`src/dtps_pkg.sv`:
```
// Shared types and constants for the depth-tested pixel store.
package dtps_pkg;

  localparam int DIM_W   = 9;
  localparam int PAR_W   = 13;
  localparam int COORD_W = 16;
  localparam int DEPTH_W = 24;
  localparam int COLOR_W = 24;
  localparam int CHAN_W  = 8;
  localparam int MODE_W  = 3;
  localparam int STAT_W  = 3;
  localparam int LIN_W   = 2 * DIM_W + 1;
  localparam int AREA_W  = 2 * DIM_W;

  localparam logic [MODE_W-1:0] MODE_WRITE = 3'd0;
  localparam logic [MODE_W-1:0] MODE_TEST  = 3'd1;
  localparam logic [MODE_W-1:0] MODE_OVER  = 3'd2;
  localparam logic [MODE_W-1:0] MODE_CLEAR = 3'd3;
  localparam logic [MODE_W-1:0] MODE_READ  = 3'd4;

  localparam logic [STAT_W-1:0] ST_WRITTEN    = 3'd0;
  localparam logic [STAT_W-1:0] ST_CLIPPED    = 3'd1;
  localparam logic [STAT_W-1:0] ST_DEPTH_FAIL = 3'd2;
  localparam logic [STAT_W-1:0] ST_READ       = 3'd3;
  localparam logic [STAT_W-1:0] ST_CLEAR      = 3'd4;

  localparam logic REG_WIDTH  = 1'b0;
  localparam logic REG_HEIGHT = 1'b1;

  localparam logic [DEPTH_W-1:0] DEPTH_FLOOR = 24'h800000;
  localparam logic [CHAN_W-1:0]  ALPHA       = 8'hFF;
  localparam logic [DIM_W-1:0]   DIM_RESET   = 9'd256;

  typedef struct packed {
    logic start;
    logic stop;
  } sweep_ctl_t;

  typedef struct packed {
    logic busy;
    logic wr;
    logic done;
  } sweep_stat_t;

  typedef enum logic [3:0] {
    S_SWEEP = 4'b0001,
    S_IDLE  = 4'b0010,
    S_ADDR  = 4'b0100,
    S_EVAL  = 4'b1000
  } state_t;

endpackage

```
`src/dtps_sweep.sv`:
```
// Sweep counter that fills a run of store entries, one per cycle.
module dtps_sweep #(
  parameter int DEPTH  = 65536,
  parameter int ADDR_W = 16
) (
  input  logic                      clk,
  input  logic                      rst,
  input  dtps_pkg::sweep_ctl_t      ctl,
  input  logic [ADDR_W:0]           start_count,
  input  logic [dtps_pkg::CHAN_W-1:0] start_gray,
  output dtps_pkg::sweep_stat_t     stat,
  output logic [ADDR_W-1:0]         wr_addr,
  output logic [dtps_pkg::COLOR_W-1:0] wr_color
);

  logic                        busy;
  logic [ADDR_W:0]             cnt;
  logic [ADDR_W:0]             last;
  logic [dtps_pkg::CHAN_W-1:0] gray;

  // Power-up sweep covers the whole store with black; a start sweeps start_count entries with start_gray.
  always_ff @(posedge clk) begin
    if (rst) begin
      busy <= 1'b1;
      cnt  <= '0;
      last <= (ADDR_W + 1)'(DEPTH);
      gray <= '0;
    end else if (ctl.start) begin
      busy <= 1'b1;
      cnt  <= '0;
      last <= start_count;
      gray <= start_gray;
    end else if (busy) begin
      if (cnt != last) begin
        cnt <= cnt + 1'b1;
      end else if (ctl.stop) begin
        busy <= 1'b0;
      end
    end
  end

  assign stat.busy = busy;
  assign stat.wr   = busy && (cnt != last);
  assign stat.done = busy && (cnt == last);
  assign wr_addr   = cnt[ADDR_W-1:0];
  assign wr_color  = {gray, gray, gray};

endmodule

```
`config.mk`:
```
export PLATFORM = sky130hd
export DESIGN_NAME = dtps_sweep
export DESIGN_NICKNAME = d
export VERILOG_FILES = /design/src/dtps_pkg.sv /design/src/dtps_sweep.sv
export SDC_FILE = /design/constraint.sdc
export NUM_CORES = 1
export LEC_CHECK = 0
export BUFFER_PORTS_ARGS = -buffer_cell sky130_fd_sc_hd__buf_2
export CAP_MARGIN = 20
export CELL_PAD_IN_SITES_DETAIL_PLACEMENT = 1
export CELL_PAD_IN_SITES_GLOBAL_PLACEMENT = 1
export CORE_UTILIZATION = 37
export DETAILED_ROUTE_END_ITERATION = 10
export GPL_TIMING_DRIVEN = 0
export MAX_ROUTING_LAYER = met4
export PLACE_DENSITY_LB_ADDON = 0.1
export SKIP_LAST_GASP = 1
export SYNTH_ARGS = -nofsm -noshare
export SYNTH_HDL_FRONTEND = slang
export SYNTH_SLANG_ARGS = --single-unit
```
`constraint.sdc`:
```
create_clock -name clk -period 2.29 [get_ports clk]
set_input_delay 0.1145 -clock clk [delete_from_list [all_inputs] [get_ports clk]]
set_output_delay 0.1145 -clock clk [all_outputs]
set_load 0.02 [all_outputs]
```
# Word level (Yosys, flattened, before mapping)
# Cells that the tools add are included.
dict set report totals {
  latch_bits 0
  inputBits 29
  reg_bits 43
  ramBits 0
  word_cells 14
  romBits 0
  mem_count 0
  output_inout_bits 43
}
dict set report op_classes {
  multipliers 0
  add_sub_neg 1
  n_shift 0
  eq_ne 2
  muxes 3
  n_bitwise 0
  magnitude_cmp 0
  div_mod_pow 0
  reduce_logical 4
}
# cell count
set op_table {}
lappend op_table {{$add 17x1->17 const B} 1}
lappend op_table {{$eq 17x17->1} 1}
lappend op_table {{$ne 17x17->1} 1}
lappend op_table {{$mux 1} 3}
lappend op_table {{$logic_and 1x1->1} 2}
lappend op_table {{$reduce_and 2->1} 1}
lappend op_table {{$reduce_or 2->1} 1}

# Longest topological paths before layout
dict set report logic_depth {
  depth_word 3
  depth_mapped 7
  mapped_depth_nobuf 6
}

# Least setup slack after synthesis
# Ideal clock, no wire load.
dict set report synth_path {
  kind {register -> register}
  from {reg cnt[0]}
  to {reg cnt[1]}
  n_path_buf 1
  setup_time_ns 0.128
  slack_ns 0.662
  path_stages_with_launch 8
  required_ns 2.162
  synth_period_minus_slack_ns 1.628
  arrival_time_ns 1.501
  cell_sequence {dfxtp_1 xor2_1 nor4_1 nand4_1 buf_4 o21ai_2 mux2i_1 nor2_1}
}
dict set report synth_via {
  elab_chain_len 2
  word_cells_on_any_way 3
  classes_between {add/sub: 1; eq/ne: 1; reduce/logical: 1}
}
# element line_no
set synth_lines {}
lappend synth_lines {{from (decl)} dtps_sweep.sv:17} ;# logic [ADDR_W:0] cnt;
lappend synth_lines {{from (signal assigned)} dtps_sweep.sv:35} ;# cnt <= cnt + 1'b1;
lappend synth_lines {{branches (longest 2 deep; another with $add 17x1->17)} --}
# Several ways; the timed one is not identified.
# A chain may end at the register's enable or synchronous reset.

==> reports/metrics.csv <==
metric,value,unit
initial drt markers,60,
ant diodes,0,
worst vdd ir,0.000249,V
total CTS buffers,5,
"EDFF count, synth",0,
Area growth syn-to-layout,24.8,%
cell area after layout,0.00270,mm^2
Yosys reg bits,43,
clock buffer depth,2,
first-pass GRT wire length,8580,um
Port Buffers,69,
Syn Area/Cell,8.95,um^2
row cnt,27,
CTS tree,built,
Worst setup EP type,output pin,
via count,1849,
clock transition at the registers of the reported paths,0.08,ns
Post-Syn Instances,242,
crit path buf inv count,2,
WP depth,7,
core area,0.00557,mm^2
power density cells,543,mW/mm^2
die area,0.00616,mm^2
family with the most delay on the worst path,simple AND/OR/NAND/NOR gates,
startpoint type of the worst setup path,register,
most used flip-flop cell after synthesis,dfxtp_1,
worst skew pair latency,0.29,ns
Post-CTS Hold Buffers,0,
crit-path max FO,10,
grt met2 use,30.3,%
Max-Cap Viols,0,
measured slew at the worst slew-check pin,0.556,ns
hpwl dp,4070,um
wire per inst,13.6,um
Post-synth ARST share,0,%
YS warnings,0,
number of detailed-route iterations in the first pass,2,
synth unique cells,30,
Crit Reg-Reg Startpoint,cnt[13]$_SDFFE_PP0P_,
crit path cell chain,xor2_1 > nor4_2 > nand4_1 > buf_4 > nor2_4 > and2_1 > buf_2,
I/O pin count,72,
die width,78.5,um
M1 GR Usage,22.5,%
max-slew violations,0,
Critical Path AT,2.03,ns
WS Path Type,register to output pin,
met3 Use GR,3.95,%
"Seq/Total Area, Yosys",39.7,%
Design Power,1.47,mW
DIE HEIGHT,78.5,um
Fin. Hold Viols,0,
final setup fails,0,
Hold Path Origin,start_count[16],
R2R cell count,7,
clk_skew,0.00490,ns
number of H-tree levels,2,
RSZ-0062 raised after global routing,no,
Final ANT Viol Nets,0,
P_leak,1.35,nW
Vias/cell,4.74,
pre-CTS WS,0.225,ns
status,"finished, final reports clean",
Top Usage Layer GRT,met2,
Routability Congestion,0.762,
vias in the first global route,1791,
fin crit period,2.14,ns
fmax,467,MHz
fin crit share,93.6,%
Root Driver,clkbuf_8,
worst hold-check path type,input port to register,
grt total ovfl,0,
Worst Slack Setup Final,0.147,ns
Mapped Area,0.00217,mm^2
Layout Utilization,48.5,%
Placed Area,0.00260,mm^2
DRC errors left,0,
routed wire length,5300,um
CTS sink count,43,
"most common cell after layout, fill and taps aside",buf_2,
syn nets,272,
crit-path max cell delay,0.37,ns
initial antenna violation count,0,
Nets,349,
hold-critical path depth,2,
Initial Utilization,38.9,%
slowest CP cell,dfxtp_1,
data required time of the worst path,2.18,ns
Max-slew headroom,62.9,%
share of cells above drive strength 1,38.4,%
Min Hold Slack,0.0324,ns
"commonest cells after routing, fill and taps aside","72 x buf_2, 42 x nor2_1, 39 x dfxtp_1",
pin count of the biggest net entering global routing,12,
Overall Global Routing Usage,18.5,%
Critical Path Start,cnt[13]$_SDFFE_PP0P_,
==> logic make-up after synthesis <==
logic type | Yosys count | synth area share, %
AND/OR/NAND/NOR | 79 | 16.6
buffers and inverters | 46 | 14.0
flip-flops | 43 | 39.7
XOR/XNOR | 27 | 10.9
multiplexers | 25 | 11.6
AO/OA/AOI/OAI | 21 | 6.59
adder cells (fa/ha/maj) | 1 | 0.578
==> stage by stage <==
| step | std cells | TNS (ns) |
|---|---|---|
| after floorplan | 242 | 0 |
| after global placement | 383 | 0 |
| after detailed placement | 383 | 0 |
| after CTS | 389 | -0.000145 |
| after global routing | 390 | 0 |
| final | 390 | 0 |
==> final timing paths <==
| kind | to | slack (ns) |
|---|---|---|
| max | stat[0] | 0.15 |
| min | last[16]$_SDFFE_PP1P_ | 0.03 |
| max reg2reg | cnt[13]$_SDFFE_PP0P_ | 0.36 |
| min reg2reg | cnt[16]$_SDFFE_PP0P_ | 0.51 |
==> per-layer routing <==
layer / vias up / share of wire (%)
met3: 7 / 4.9
met5: - / 0
li1: 924 / -
met1: 867 / 45
met2: 51 / 49
met4: 0 / 1.2
==> worst register-to-register path: stages, from the launching register on <==
cell and delay (ns):
dfxtp_1 0.37, xor2_1 0.18, nor4_2 0.34, nand4_1 0.18, buf_4 0.22, o2111ai_1 0.26, xor2_1 0.19, nor2_1 0.06
==> flip-flops by register name, summed over array words and instances (netlist names) <==
register	count
cnt	17
last	17
gray	8
busy	1
==> what timing repair did <==
action,CTS,global route
hold endpoints to repair,0,0
resized for setup,0,7
setup endpoints to repair,1,2
buffers inserted,0,1
pin swaps,0,1
==> where the power goes <==
part	total, mW	internal, mW	switching, mW	leakage [nW]
logic	0.225	0.103	0.123	0.959
clock network	0.442	0.203	0.238	0.0371
registers	0.802	0.776	0.0259	0.354
==> layout make-up <==
type / instances / area [um^2]
Fill cell: 684 / 2870
Multi-Input combinational cell: 153 / 1020
Sequential cell: 43 / 866
Timing Repair Buffer: 70 / 353
Buffer: 43 / 293
Tap cell: 72 / 90.1
Clock buffer: 6 / 72.6
Inverter: 3 / 11.3
==> cells in the mapped netlist (all sizes together), types with 3 or more instances <==
master | count | area share, %
dfxtp | 43 | 40
nand2 | 10 | 1.7
buf | 37 | 12
xnor2 | 5 | 2.0
or3 | 3 | 0.87
nor4 | 5 | 1.4
nor3 | 3 | 0.69
clkbuf | 6 | 1.0
o21ai | 11 | 2.7
xor2 | 22 | 8.9
nor2 | 43 | 7.6
o211ai | 4 | 2.0
mux2i | 25 | 12
nand4 | 5 | 1.4
nand3 | 4 | 0.92
inv | 3 | 0.52
a21oi | 3 | 0.69
or4 | 3 | 1.0
(Power assumes the default switching activity.)
